**src/assert_macros.svh**
```systemverilog
// Assertion macros shared by the RTL of the space vector PWM block.
// No dependencies; define ASSERT_OFF to compile the checks out.
`ifndef ASSERT_MACROS_SVH
`define ASSERT_MACROS_SVH
`ifndef ASSERT_OFF
// Property must hold at every rising edge outside reset.
`define ASSERT_CLK(lbl, clk, rst, prop) \
  lbl: assert property (@(posedge clk) disable iff (rst) prop) \
    else $error("assertion failed");
// Condition must never be seen at a rising edge outside reset.
`define ASSERT_NEVER_CLK(lbl, clk, rst, cond) \
  lbl: assert property (@(posedge clk) disable iff (rst) !(cond)) \
    else $error("forbidden condition seen");
`else
`define ASSERT_CLK(lbl, clk, rst, prop)
`define ASSERT_NEVER_CLK(lbl, clk, rst, cond)
`endif
`endif

```
**src/svpwm_pkg.sv**
```systemverilog
// Shared types and constants for the space vector PWM compare block.
// No dependencies; used by svpwm_scale, svpwm_dwell and the top level.
`default_nettype none

package svpwm_pkg;

  localparam int FRACTION_BITS = 8;
  localparam int IN_W          = 24;
  localparam int VEC_W         = IN_W + 1;
  localparam int DUTY_W        = 16;
  localparam int TW            = (FRACTION_BITS > 11) ? FRACTION_BITS + 19 : 30;

  localparam logic [IN_W-1:0]   INV_SQRT3_Q24 = 24'd9686330;
  localparam logic [DUTY_W-1:0] PERIOD_RESET  = 16'd4096;

  localparam int        PADDR_W      = 3;
  localparam logic      ADDR_PERIOD  = 1'b0;

  typedef enum logic [2:0] {
    SECTOR_1 = 3'd1,
    SECTOR_2 = 3'd2,
    SECTOR_3 = 3'd3,
    SECTOR_4 = 3'd4,
    SECTOR_5 = 3'd5,
    SECTOR_6 = 3'd6
  } sector_t;

  // Negated vector with beta already scaled by 1/sqrt(3)
  typedef struct packed {
    logic [VEC_W-1:0] a;
    logic [VEC_W-1:0] m;
    logic             b_neg;
  } svpwm_vec_t;

  typedef struct packed {
    logic [DUTY_W-1:0] duty_a;
    logic [DUTY_W-1:0] duty_b;
    logic [DUTY_W-1:0] duty_c;
    sector_t           sector;
  } svpwm_res_t;

endpackage

`default_nettype wire

```
**src/svpwm_scale.sv**
```systemverilog
// Front stage logic: negate the input vector and scale beta by 1/sqrt(3).
// Depends on svpwm_pkg.
`default_nettype none

module svpwm_scale (
  input  wire logic signed [svpwm_pkg::IN_W-1:0] volt_alpha,
  input  wire logic signed [svpwm_pkg::IN_W-1:0] volt_beta,
  output svpwm_pkg::svpwm_vec_t                  vec
);

  logic signed [svpwm_pkg::VEC_W-1:0]   a;
  logic signed [svpwm_pkg::VEC_W-1:0]   b;
  logic        [svpwm_pkg::VEC_W-1:0]   b_mag;
  logic        [2*svpwm_pkg::IN_W-1:0]  prod;
  logic        [svpwm_pkg::VEC_W-1:0]   q;

  always_comb begin
    a     = -$signed({volt_alpha[svpwm_pkg::IN_W-1], volt_alpha});
    b     = -$signed({volt_beta[svpwm_pkg::IN_W-1], volt_beta});
    // Magnitude is at most 2^23, so it fits the low IN_W bits
    b_mag = b[svpwm_pkg::VEC_W-1] ? -b : b;
    prod  = b_mag[svpwm_pkg::IN_W-1:0] * svpwm_pkg::INV_SQRT3_Q24;
    q     = {1'b0, prod[2*svpwm_pkg::IN_W-1:svpwm_pkg::IN_W]};
    vec.a     = a;
    vec.m     = b[svpwm_pkg::VEC_W-1] ? -q : q;
    vec.b_neg = b[svpwm_pkg::VEC_W-1];
  end

endmodule

`default_nettype wire

```
**src/svpwm_dwell.sv**
```systemverilog
// Back stage logic: sector decision, dwell times and clamped compare values.
// Depends on svpwm_pkg.
`default_nettype none

module svpwm_dwell (
  input  wire svpwm_pkg::svpwm_vec_t           vec,
  input  wire logic [svpwm_pkg::DUTY_W-1:0]    pwm_period,
  output svpwm_pkg::svpwm_res_t                res
);

  localparam int TW = svpwm_pkg::TW;
  localparam int VW = svpwm_pkg::VEC_W;

  logic signed [VW-1:0] a;
  logic signed [VW-1:0] m;
  logic signed [VW-1:0] neg_m;
  logic signed [TW-1:0] aw;
  logic signed [TW-1:0] mw;
  logic signed [TW-1:0] p2;
  logic signed [TW-1:0] tx;
  logic signed [TW-1:0] ty;
  logic signed [TW-1:0] t_first;
  logic signed [TW-1:0] t_second;
  logic signed [TW-1:0] t_third;
  logic signed [TW-1:0] ta;
  logic signed [TW-1:0] tb;
  logic signed [TW-1:0] tc;
  svpwm_pkg::sector_t   sec;

  // Drop the doubling and fraction bits, then clamp to 0..period
  function automatic logic [svpwm_pkg::DUTY_W-1:0] to_compare(
    input logic signed [TW-1:0]             v,
    input logic [svpwm_pkg::DUTY_W-1:0]     per
  );
    logic [TW-1:0] q;
    q = v >> (svpwm_pkg::FRACTION_BITS + 1);
    if (v[TW-1] || (v == {TW{1'b0}})) begin
      return {svpwm_pkg::DUTY_W{1'b0}};
    end else if (q > {{(TW-svpwm_pkg::DUTY_W){1'b0}}, per}) begin
      return per;
    end else begin
      return q[svpwm_pkg::DUTY_W-1:0];
    end
  endfunction

  always_comb begin
    a     = $signed(vec.a);
    m     = $signed(vec.m);
    neg_m = -m;
    aw    = {{(TW-VW){a[VW-1]}}, a};
    mw    = {{(TW-VW){m[VW-1]}}, m};
    p2    = $signed({{(TW-svpwm_pkg::DUTY_W-svpwm_pkg::FRACTION_BITS){1'b0}},
                     pwm_period, {svpwm_pkg::FRACTION_BITS{1'b0}}});

    if (!vec.b_neg) begin
      if (!a[VW-1]) sec = (m > a) ? svpwm_pkg::SECTOR_2 : svpwm_pkg::SECTOR_1;
      else          sec = (neg_m > a) ? svpwm_pkg::SECTOR_3 : svpwm_pkg::SECTOR_2;
    end else begin
      if (!a[VW-1]) sec = (neg_m > a) ? svpwm_pkg::SECTOR_5 : svpwm_pkg::SECTOR_6;
      else          sec = (m > a) ? svpwm_pkg::SECTOR_4 : svpwm_pkg::SECTOR_5;
    end

    unique case (sec)
      svpwm_pkg::SECTOR_1: begin tx = aw - mw;  ty = mw <<< 1;   end
      svpwm_pkg::SECTOR_2: begin tx = aw + mw;  ty = mw - aw;    end
      svpwm_pkg::SECTOR_3: begin tx = mw <<< 1; ty = -aw - mw;   end
      svpwm_pkg::SECTOR_4: begin tx = mw - aw;  ty = -(mw <<< 1); end
      svpwm_pkg::SECTOR_5: begin tx = -aw - mw; ty = aw - mw;    end
      default:             begin tx = -(mw <<< 1); ty = aw + mw; end
    endcase

    // Odd sectors add tx first, even sectors add ty first
    t_first = p2 - tx - ty;
    if (sec == svpwm_pkg::SECTOR_1 || sec == svpwm_pkg::SECTOR_3 ||
        sec == svpwm_pkg::SECTOR_5) begin
      t_second = t_first + (tx <<< 1);
      t_third  = t_second + (ty <<< 1);
    end else begin
      t_second = t_first + (ty <<< 1);
      t_third  = t_second + (tx <<< 1);
    end

    unique case (sec)
      svpwm_pkg::SECTOR_1: begin ta = t_first;  tb = t_second; tc = t_third;  end
      svpwm_pkg::SECTOR_2: begin tb = t_first;  ta = t_second; tc = t_third;  end
      svpwm_pkg::SECTOR_3: begin tb = t_first;  tc = t_second; ta = t_third;  end
      svpwm_pkg::SECTOR_4: begin tc = t_first;  tb = t_second; ta = t_third;  end
      svpwm_pkg::SECTOR_5: begin tc = t_first;  ta = t_second; tb = t_third;  end
      default:             begin ta = t_first;  tc = t_second; tb = t_third;  end
    endcase

    res.duty_a = to_compare(ta, pwm_period);
    res.duty_b = to_compare(tb, pwm_period);
    res.duty_c = to_compare(tc, pwm_period);
    res.sector = sec;
  end

endmodule

`default_nettype wire

```
**src/space_vector_pwm_compare.sv**
```systemverilog
// Top level of the space vector PWM compare block: handshake, pipeline
// registers and APB register. Depends on svpwm_pkg, svpwm_scale, svpwm_dwell
// and assert_macros.svh.
//
//   channel   direction   handshake              payload
//   input     in          in_valid / in_ready    volt_alpha, volt_beta
//   output    out         out_valid / out_ready  duty_a, duty_b, duty_c, sector
//   config    in (APB)    psel/penable/pready    paddr, pwdata, prdata
//
// One transaction is accepted per cycle while in_ready is high; the vector
// register holds it after the negate and 24x24 multiply, then the result
// register after the sector/dwell logic.
// Reset (rst, synchronous, active high) empties both stages and loads the
// period register with 4096; there is no clearing pass.
// A stalled output holds the result register; the vector stage accepts while
// it is empty or the result register is free or being taken this cycle, so a
// stall stops the input only once both stages are full.
`default_nettype none
`include "assert_macros.svh"

module space_vector_pwm_compare (
  input  wire logic                                clk,
  input  wire logic                                rst,
  // input channel
  input  wire logic                                in_valid,
  output logic                                     in_ready,
  input  wire logic signed [svpwm_pkg::IN_W-1:0]   volt_alpha,
  input  wire logic signed [svpwm_pkg::IN_W-1:0]   volt_beta,
  // output channel
  output logic                                     out_valid,
  input  wire logic                                out_ready,
  output logic [svpwm_pkg::DUTY_W-1:0]             duty_a,
  output logic [svpwm_pkg::DUTY_W-1:0]             duty_b,
  output logic [svpwm_pkg::DUTY_W-1:0]             duty_c,
  output logic [2:0]                               sector,
  // configuration port
  input  wire logic                                psel,
  input  wire logic                                penable,
  input  wire logic                                pwrite,
  input  wire logic [svpwm_pkg::PADDR_W-1:0]       paddr,
  input  wire logic [31:0]                         pwdata,
  output logic [31:0]                              prdata,
  output logic                                     pready
);

  logic [svpwm_pkg::DUTY_W-1:0] pwm_period;
  logic                         s1_valid;
  svpwm_pkg::svpwm_vec_t        s1_vec;
  svpwm_pkg::svpwm_vec_t        vec_next;
  svpwm_pkg::svpwm_res_t        res_next;
  svpwm_pkg::svpwm_res_t        res;
  logic                         out_free;
  logic                         cfg_wr;

  // ---------------------------------------------------------------------
  // Configuration: single period register at byte addresses 0 to 3. Byte
  // addresses 4 to 7 read as zero and ignore writes.
  // ---------------------------------------------------------------------
  assign pready = 1'b1;
  assign cfg_wr = psel && penable && pwrite && pready &&
                  (paddr[svpwm_pkg::PADDR_W-1] == svpwm_pkg::ADDR_PERIOD);

  always_ff @(posedge clk) begin
    if (rst) begin
      pwm_period <= svpwm_pkg::PERIOD_RESET;
    end else if (cfg_wr) begin
      pwm_period <= pwdata[svpwm_pkg::DUTY_W-1:0];
    end
  end

  always_comb begin
    prdata = 32'd0;
    if (paddr[svpwm_pkg::PADDR_W-1] == svpwm_pkg::ADDR_PERIOD) begin
      prdata = {{(32-svpwm_pkg::DUTY_W){1'b0}}, pwm_period};
    end
  end

  // ---------------------------------------------------------------------
  // Datapath: negate and scale, register, then sector and compares.
  // ---------------------------------------------------------------------
  svpwm_scale u_scale (
    .volt_alpha (volt_alpha),
    .volt_beta  (volt_beta),
    .vec        (vec_next)
  );

  svpwm_dwell u_dwell (
    .vec        (s1_vec),
    .pwm_period (pwm_period),
    .res        (res_next)
  );

  // Result register is free when empty or being drained this cycle;
  // the vector stage may then refill as well.
  assign out_free = !out_valid || out_ready;
  assign in_ready = !s1_valid || out_free;

  always_ff @(posedge clk) begin
    if (rst) begin
      s1_valid  <= 1'b0;
      out_valid <= 1'b0;
    end else begin
      if (in_ready) s1_valid  <= in_valid;
      if (out_free) out_valid <= s1_valid;
    end
  end

  // Payload registers: load only on advance, hold otherwise
  always_ff @(posedge clk) begin
    if (in_valid && in_ready) s1_vec <= vec_next;
    if (s1_valid && out_free) res    <= res_next;
  end

  assign duty_a = res.duty_a;
  assign duty_b = res.duty_b;
  assign duty_c = res.duty_c;
  assign sector = res.sector;

  // ---------------------------------------------------------------------
  // Checks
  // ---------------------------------------------------------------------
  // Accepted transaction always lands in the vector stage
  `ASSERT_CLK(a_in_to_s1, clk, rst, (in_valid && in_ready) |=> s1_valid)
  // A blocked vector stage keeps its contents
  `ASSERT_CLK(a_s1_hold, clk, rst,
              (s1_valid && !out_free) |=> (s1_valid && $stable(s1_vec)))
  // Draining with nothing behind empties the output
  `ASSERT_CLK(a_drain, clk, rst,
              (out_valid && out_ready && !s1_valid) |=> !out_valid)
  // Clamp keeps every compare within the period
  `ASSERT_NEVER_CLK(a_clamp, clk, rst,
                    out_valid && (duty_a > pwm_period || duty_b > pwm_period ||
                                  duty_c > pwm_period))

endmodule

`default_nettype wire

```
**config.mk**
```make
export PLATFORM = sky130hd
export DESIGN_NAME = space_vector_pwm_compare
export DESIGN_NICKNAME = d
export VERILOG_FILES = /design/src/svpwm_pkg.sv /design/src/svpwm_scale.sv /design/src/svpwm_dwell.sv /design/src/space_vector_pwm_compare.sv
export VERILOG_INCLUDE_DIRS = /design/src /design/src/src
export SDC_FILE = /design/constraint.sdc
export NUM_CORES = 2
export LEC_CHECK = 0
export ABC_CLOCK_PERIOD_IN_PS = 17640
export BUFFER_PORTS_ARGS = -buffer_cell sky130_fd_sc_hd__clkbuf_2
export CAP_MARGIN = 20
export CORE_MARGIN = 8
export CORE_UTILIZATION = 65
export DETAILED_ROUTE_END_ITERATION = 6
export PLACE_DENSITY = 0.84
export SYNTH_ARGS = -nofsm -noshare
export SYNTH_HDL_FRONTEND = slang
export SYNTH_SLANG_ARGS = --single-unit
export TNS_END_PERCENT = 50
```
**constraint.sdc**
```tcl
create_clock -name clk -period 17.64 [get_ports clk]
set_input_delay 0.882 -clock clk [delete_from_list [all_inputs] [get_ports clk]]
set_output_delay 0.882 -clock clk [all_outputs]
set_load 0.02 [all_outputs]
```
## Word level (Yosys, flattened, before mapping)

Cells that the tools add are included.
W data, S select, Z words.

- Output and inout port bits: 86
- Register bits: 120
- Input bits: 90
- Logic and storage cells: 83

- Mux-type cells: 20
- Eq/ne operators: 5
- Reduce and logical (&&, ||, !) cells: 23
- $add $sub $neg: 17
- Order comparisons: 5
- $mul: 1
- Bitwise logic cells: 1

Operator list:

| kind | count |
|---|---|
| $pmux W30 S5 | 2 |
| $pmux W30 S2 | 3 |
| $add A30 B30 Y30 | 4 |
| $logic_not A30 Y1 | 3 |
| $neg A24 Y25 | 3 |
| $mux W16 | 4 |
| $gt A21 B16 Y1 | 3 |
| $mux W30 | 2 |
| $sub A25 B25 Y26 | 2 |
| $gt A25 B25 Y1 | 2 |
| $mux W24 | 2 |
| $mul A24 B23 Y47 const B | 1 |
| $neg A25 Y30 | 1 |
| $neg A26 Y30 | 1 |
| $sub A25 B30 Y30 | 1 |
| $sub A30 B25 Y30 | 1 |
| $sub A30 B30 Y30 | 1 |
| $add A25 B25 Y26 | 1 |
| $neg A25 Y25 | 1 |
| $neg A24 Y24 | 1 |
| $reduce_or A2 Y1 | 6 |
| $mux W2 | 4 |
| $logic_or A1 B1 Y1 | 7 |
| $eq A3 B2 Y1 const B | 2 |
| 7 further kinds | 14 |

## Longest topological paths before layout

- Depth in word-level cells: 15
- Mapped depth: 69
- Gate-level depth less buffers: 63

## Hierarchy

From an unflattened synthesis, not the netlist that was laid out.

- Cell total of the unflattened synthesis: 4585
- Area, all modules: 36981.7 sq um

By module, submodules not included:

| module | cells an instance | area each (sq um) | seq. area each (sq um) | times used |
|---|---|---|---|---|
| svpwm_dwell | 2977 | 20841.2 | 0.0 | 1 |
| svpwm_scale | 1390 | 12011.5 | 0.0 | 1 |
| space_vector_pwm_compare | 218 | 4129.0 | 3423.3 | 1 |

## Worst setup path after synthesis

Ideal clock, no wire load.

- Path type: flip-flop to flip-flop
- Start: register s1_vec[3] (netlist name)
- End: register res, in the netlist duty_b[0], data pin
- Slack: 4239 ps
- Period minus slack after synthesis: 13401 ps
- Data required time: 17366 ps
- Setup time: 274 ps
- Cell stages (with the launch flop): 65
- Arrival time: 13127 ps
- Path buffers: 7
- Cells stage by stage: edfxtp_1 -> nor4_2 -> and2_1 -> nand2_1 -> or4_4 -> or3_4 -> nor3_4 -> and4_1 -> buf_4 -> xnor2_1 -> ha_1 -> nand4_1 -> nor4_1 -> and3_1 -> a22o_1 -> o21ai_2 -> a21oi_1 -> nor2_1 -> [... 29 more ...] -> a21oi_1 -> nor2b_1 -> o21ai_0 -> nand2b_1 -> a211oi_1 -> o21ai_0 -> o41ai_1 -> xor2_1 -> o21ai_0 -> a221oi_1 -> o21ai_0 -> ha_1 -> nand3_1 -> nor2b_1 -> a221oi_1 -> o21ai_1 -> clkbuf_1 -> a211oi_1

- Longest elaborated chain between the ends: 15
- Elaborated cells on any way between the ends: 39
- Classes of those cells: 12 x add/sub; 3 x order compare; 5 x eq/ne; 13 x mux; 6 x reduce/logical

RTL lines:

| what | line | RTL |
|---|---|---|
| start, declared | space_vector_pwm_compare.sv:48 | `svpwm_pkg::svpwm_vec_t s1_vec;` |
| start signal, assigned | space_vector_pwm_compare.sv:110 | `if (in_valid && in_ready) s1_vec <= vec_next;` |
| $neg A25 Y25 | svpwm_dwell.sv:49 | `neg_m = -m;` |
| $gt A25 B25 Y1 | svpwm_dwell.sv:57, svpwm_dwell.sv:59 |  |
| $mux W1 or $mux W2 (tied branches) | svpwm_dwell.sv:57, svpwm_dwell.sv:59 |  |
| $mux W2 (on tied branches) | svpwm_dwell.sv:56, svpwm_dwell.sv:59 |  |
| $mux W3 | svpwm_dwell.sv:55 | `if (!vec.b_neg) begin` |
| $eq A3 B3 Y1 (tied with other cells) | svpwm_dwell.sv:63, svpwm_dwell.sv:75 |  |
| $pmux W30 S5 | svpwm_dwell.sv:63 | `unique case (sec)` |
| $sub A25 B30 Y30 | svpwm_dwell.sv:73 | `t_first = p2 - tx - ty;` |
| $sub A30 B30 Y30 | svpwm_dwell.sv:73 |  |
| $add A30 B30 Y30 (on tied branches) | svpwm_dwell.sv:79, svpwm_dwell.sv:76 |  |
| $add A30 B30 Y30 (on tied branches) | svpwm_dwell.sv:80, svpwm_dwell.sv:77 |  |
| $mux W30 | svpwm_dwell.sv:74 | `if (sec == svpwm_pkg::SECTOR_1 \|\| sec == svpwm_pkg::SECTOR_3 \|\|` |
| $pmux W30 S2 * | svpwm_dwell.sv:83 | `unique case (sec)` |
| $gt A21 B16 Y1 or $logic_not A30 Y1 (tied branches) | svpwm_dwell.sv:39, svpwm_dwell.sv:37 |  |
| $mux W16 or $logic_or A1 B1 Y1 (tied branches) | svpwm_dwell.sv:39, svpwm_dwell.sv:37 |  |
| end signal, assigned | space_vector_pwm_compare.sv:111 | `if (s1_valid && out_free) res <= res_next;` |
| end, declared | space_vector_pwm_compare.sv:51 | `svpwm_pkg::svpwm_res_t res;` |

Every way passes the cells marked *; elsewhere a longest branch is shown, timed or not.
A chain may end at the register's enable or synchronous reset.

## Final worst setup path

- Start: register s1_vec[3] (netlist name)
- End: register res, in the netlist duty_b[11], data pin

Same word-level chain as after synthesis.

==> results.yml <==
status:
  status: "finished, violations left"
  violations: "DRC"
timing:
  max-slew-margin-rel_pct: 21.88
  hold_viol_final: 0
  tightest_slew_ps: 1163
  post-route-period-util_pct: 93.88
  min_period_ps: 16560
  rsz0062_at_grt: "no"
  fin_ws_ps: 1079
  fin_skew_ps: 22.17
  finalSetupTns_ps: 0
  setup_viol: 0
  drv_slew: 0
  holdWs_ps: 458.5
  max_freq_mhz: 60.38
clocking:
  cts_resized: 0
  clock_sinks: 120
  ctsHoldBuffers: 0
  cts_tree: "done"
  postCtsSetupBuffers: 0
  cts_buffer_depth: 2
  htree_levels: 4
  cts-root-buf: "clkbuf_16"
  clkTransAtPathRegs_ps: 60
  cts_buffers: 17
  clock_latency_ps: 470
place:
  place_congestion: 1.102
  preCtsSetupSlack_ps: 1820
  io_buffer_count: 140
  dp_hpwl_um: 103800
route:
  drt-pass1-iter-count: 7
  via_per_inst: 6.786
  postRouteAntennaNets: 0
  drt_iter0_drc: 4335
  wl_um: 128900
  drc: 1
  routed-via-count: 35360
  wire_per_inst_um: 24.74
global_route:
  antenna_found_initial: 3
  grt_usage_pct: 39.71
  grt_max_degree: 60
  grt_pass1_wl_um: 195400
  grt_overflow: 0
  grt_pass1_vias: 33910
logic_synthesis:
  synth_top_cell_by_area: "ha_1"
  synthCells: 4410
  yosysWarnings: 0
  synth-main-ff-cell: "edfxtp_1"
  synth.area.top_cells: "ha_1 21%, fa_1 13%, edfxtp_1 8.6%"
  yosysSeqAreaShare_pct: 9.648
  yosysUniqueCellTypes: 103
  async_flop_share_pct: 0
  yosysMostFrequentCell: "ha_1"
  netlist_area_mm2: 0.03548
  synth_top_area_share_pct: 20.98
  synth_edf_count: 102
  ys_ff_latch: 120
  avgSynthCellArea_um2: 8.046
  synth_common_cells: "595 x ha_1, 512 x inv_1, 371 x nor2_1, 338 x a21oi_1, 252 x nand2_1"
setup_path:
  critPathMaxStageDelay_ps: 630
  path_buf_inv: 3
  path_class: "register to register"
  slowest_stage: "a211oi_1"
  cp_max_fo: 18
  crit_family: "compound AO/OA/AOI/OAI gates"
  cp-start-kind: "register"
  cp.required_ps: 17820
  r2r_slack_ps: 1080
  crit_path_end_kind: "register"
  cp.arrival_ps: 16740
floorplanning:
  die_h_um: 249.6
  initial_core_util_pct: 65.80
  die_area_mm2: 0.06232
  fp.dieW_um: 249.6
  rows: 85
  io_pins: 176
  fp.coreArea_mm2: 0.05392
finish:
  multi_input_area_mm2: 0.02951
  nFillCells: 4405
  area_growth_pct: 6.033
  nets: 5414
  drive_gt1_share_pct: 7.842
  register_area_mm2: 0.003423
worst_hold_path:
  min_path_type: "register to register"
flow_run:
  maxCapViolations: 0
[through the flow]
step	cells	util, %	instance area, µm²
5_1_grt	5210	69.77	37620
4_1_cts	5206	69.70	37580
3_3_place_gp	5175	68.63	37010
6_report	5211	69.77	37620
2_1_floorplan	4425	-	35540
3_5_place_dp	5175	68.63	37010
[flip-flops by register name, indices dropped and copies added (netlist names)]
| signal | cells |
|---|---|
| duty_a | 16 |
| pwm_period | 16 |
| s1_valid | 1 |
| out_valid | 1 |
| s1_vec | 51 |
| duty_b | 16 |
| duty_c | 16 |
| sector | 3 |
[placed cells by master (no fill, tap or decap), types with 41 or more instances in the layout]
cell type	netlist	layout
a211oi_1	78	77
a21o_1	91	91
a21oi_1	338	337
a31oi_1	46	46
buf_4	19	75
clkbuf_2	1	140
edfxtp_1	102	102
fa_1	227	227
ha_1	595	595
inv_1	512	512
nand2_1	252	252
nand2b_1	41	41
nand3_1	83	82
nor2_1	371	370
nor2b_1	55	54
nor3_1	96	95
nor4_1	41	41
o21a_1	55	55
o21ai_0	206	204
o21bai_1	46	45
xnor2_1	235	235
xor2_1	84	84
[worst reg2reg max path, delay by kind of cell, from the launching register on]
kind,cells,cell delay (ps)
multiplexers,1,290
buffers and inverters,3,770
adder cells (fa/ha/maj),6,2140
flip-flops,1,540
AO/OA/AOI/OAI,22,6680
XOR/XNOR,4,1200
AND/OR/NAND/NOR,16,4710
[logic make-up (layout without fill, tap and decap cells)]
logic type | Yosys count | in the layout | share of synthesized area (%)
other | 2 | 18 | 0.02117
muxes | 34 | 34 | 0.9980
adders and majority gates | 822 | 822 | 33.79
AOI/OAI and AO/OA | 1273 | 1273 | 24.15
xor gates and xnor gates | 321 | 321 | 7.984
and+or+nand+nor | 1158 | 1158 | 15.84
DFF | 120 | 120 | 9.648
buffers and inverters | 680 | 769 | 7.571
[metal layers]
metal / track usage (%) / vias up / part of all wire, % / routed length (µm)
li1: - / 16000 / - / -
met1: 47.08 / 16300 / 36 / 46850
met2: 63.24 / 2362 / 43 / 55910
met3: 8.491 / 697 / 11 / 14470
met4: 29.09 / 4 / 9.0 / 11630
met5: 0 / - / 0.023 / 30
[final timing paths]
check / cells after the start / startpoint / end
setup / recovery: 52 / s1_vec[3] / duty_b[11]
hold / removal: 2 / pwm_period[13] / pwm_period[13]
setup reg to reg: 52 / s1_vec[3] / duty_b[11]
hold reg to reg: 2 / pwm_period[13] / pwm_period[13]
[final cells by class]
cell class              count  share of cell area (%)
well taps                 696                   2.315
diodes                      1                0.006651
flip-flops and latches    120                   9.099
multi-input cells        3625                   78.44
repair buffers            216                   3.399
clock inverters            13                  0.3924
inverters                 522                   5.208
clock buffers              18                   1.141
Power is not shown: default switching activity piles up to over one toggle a cycle in this logic, so the estimate is an artifact.
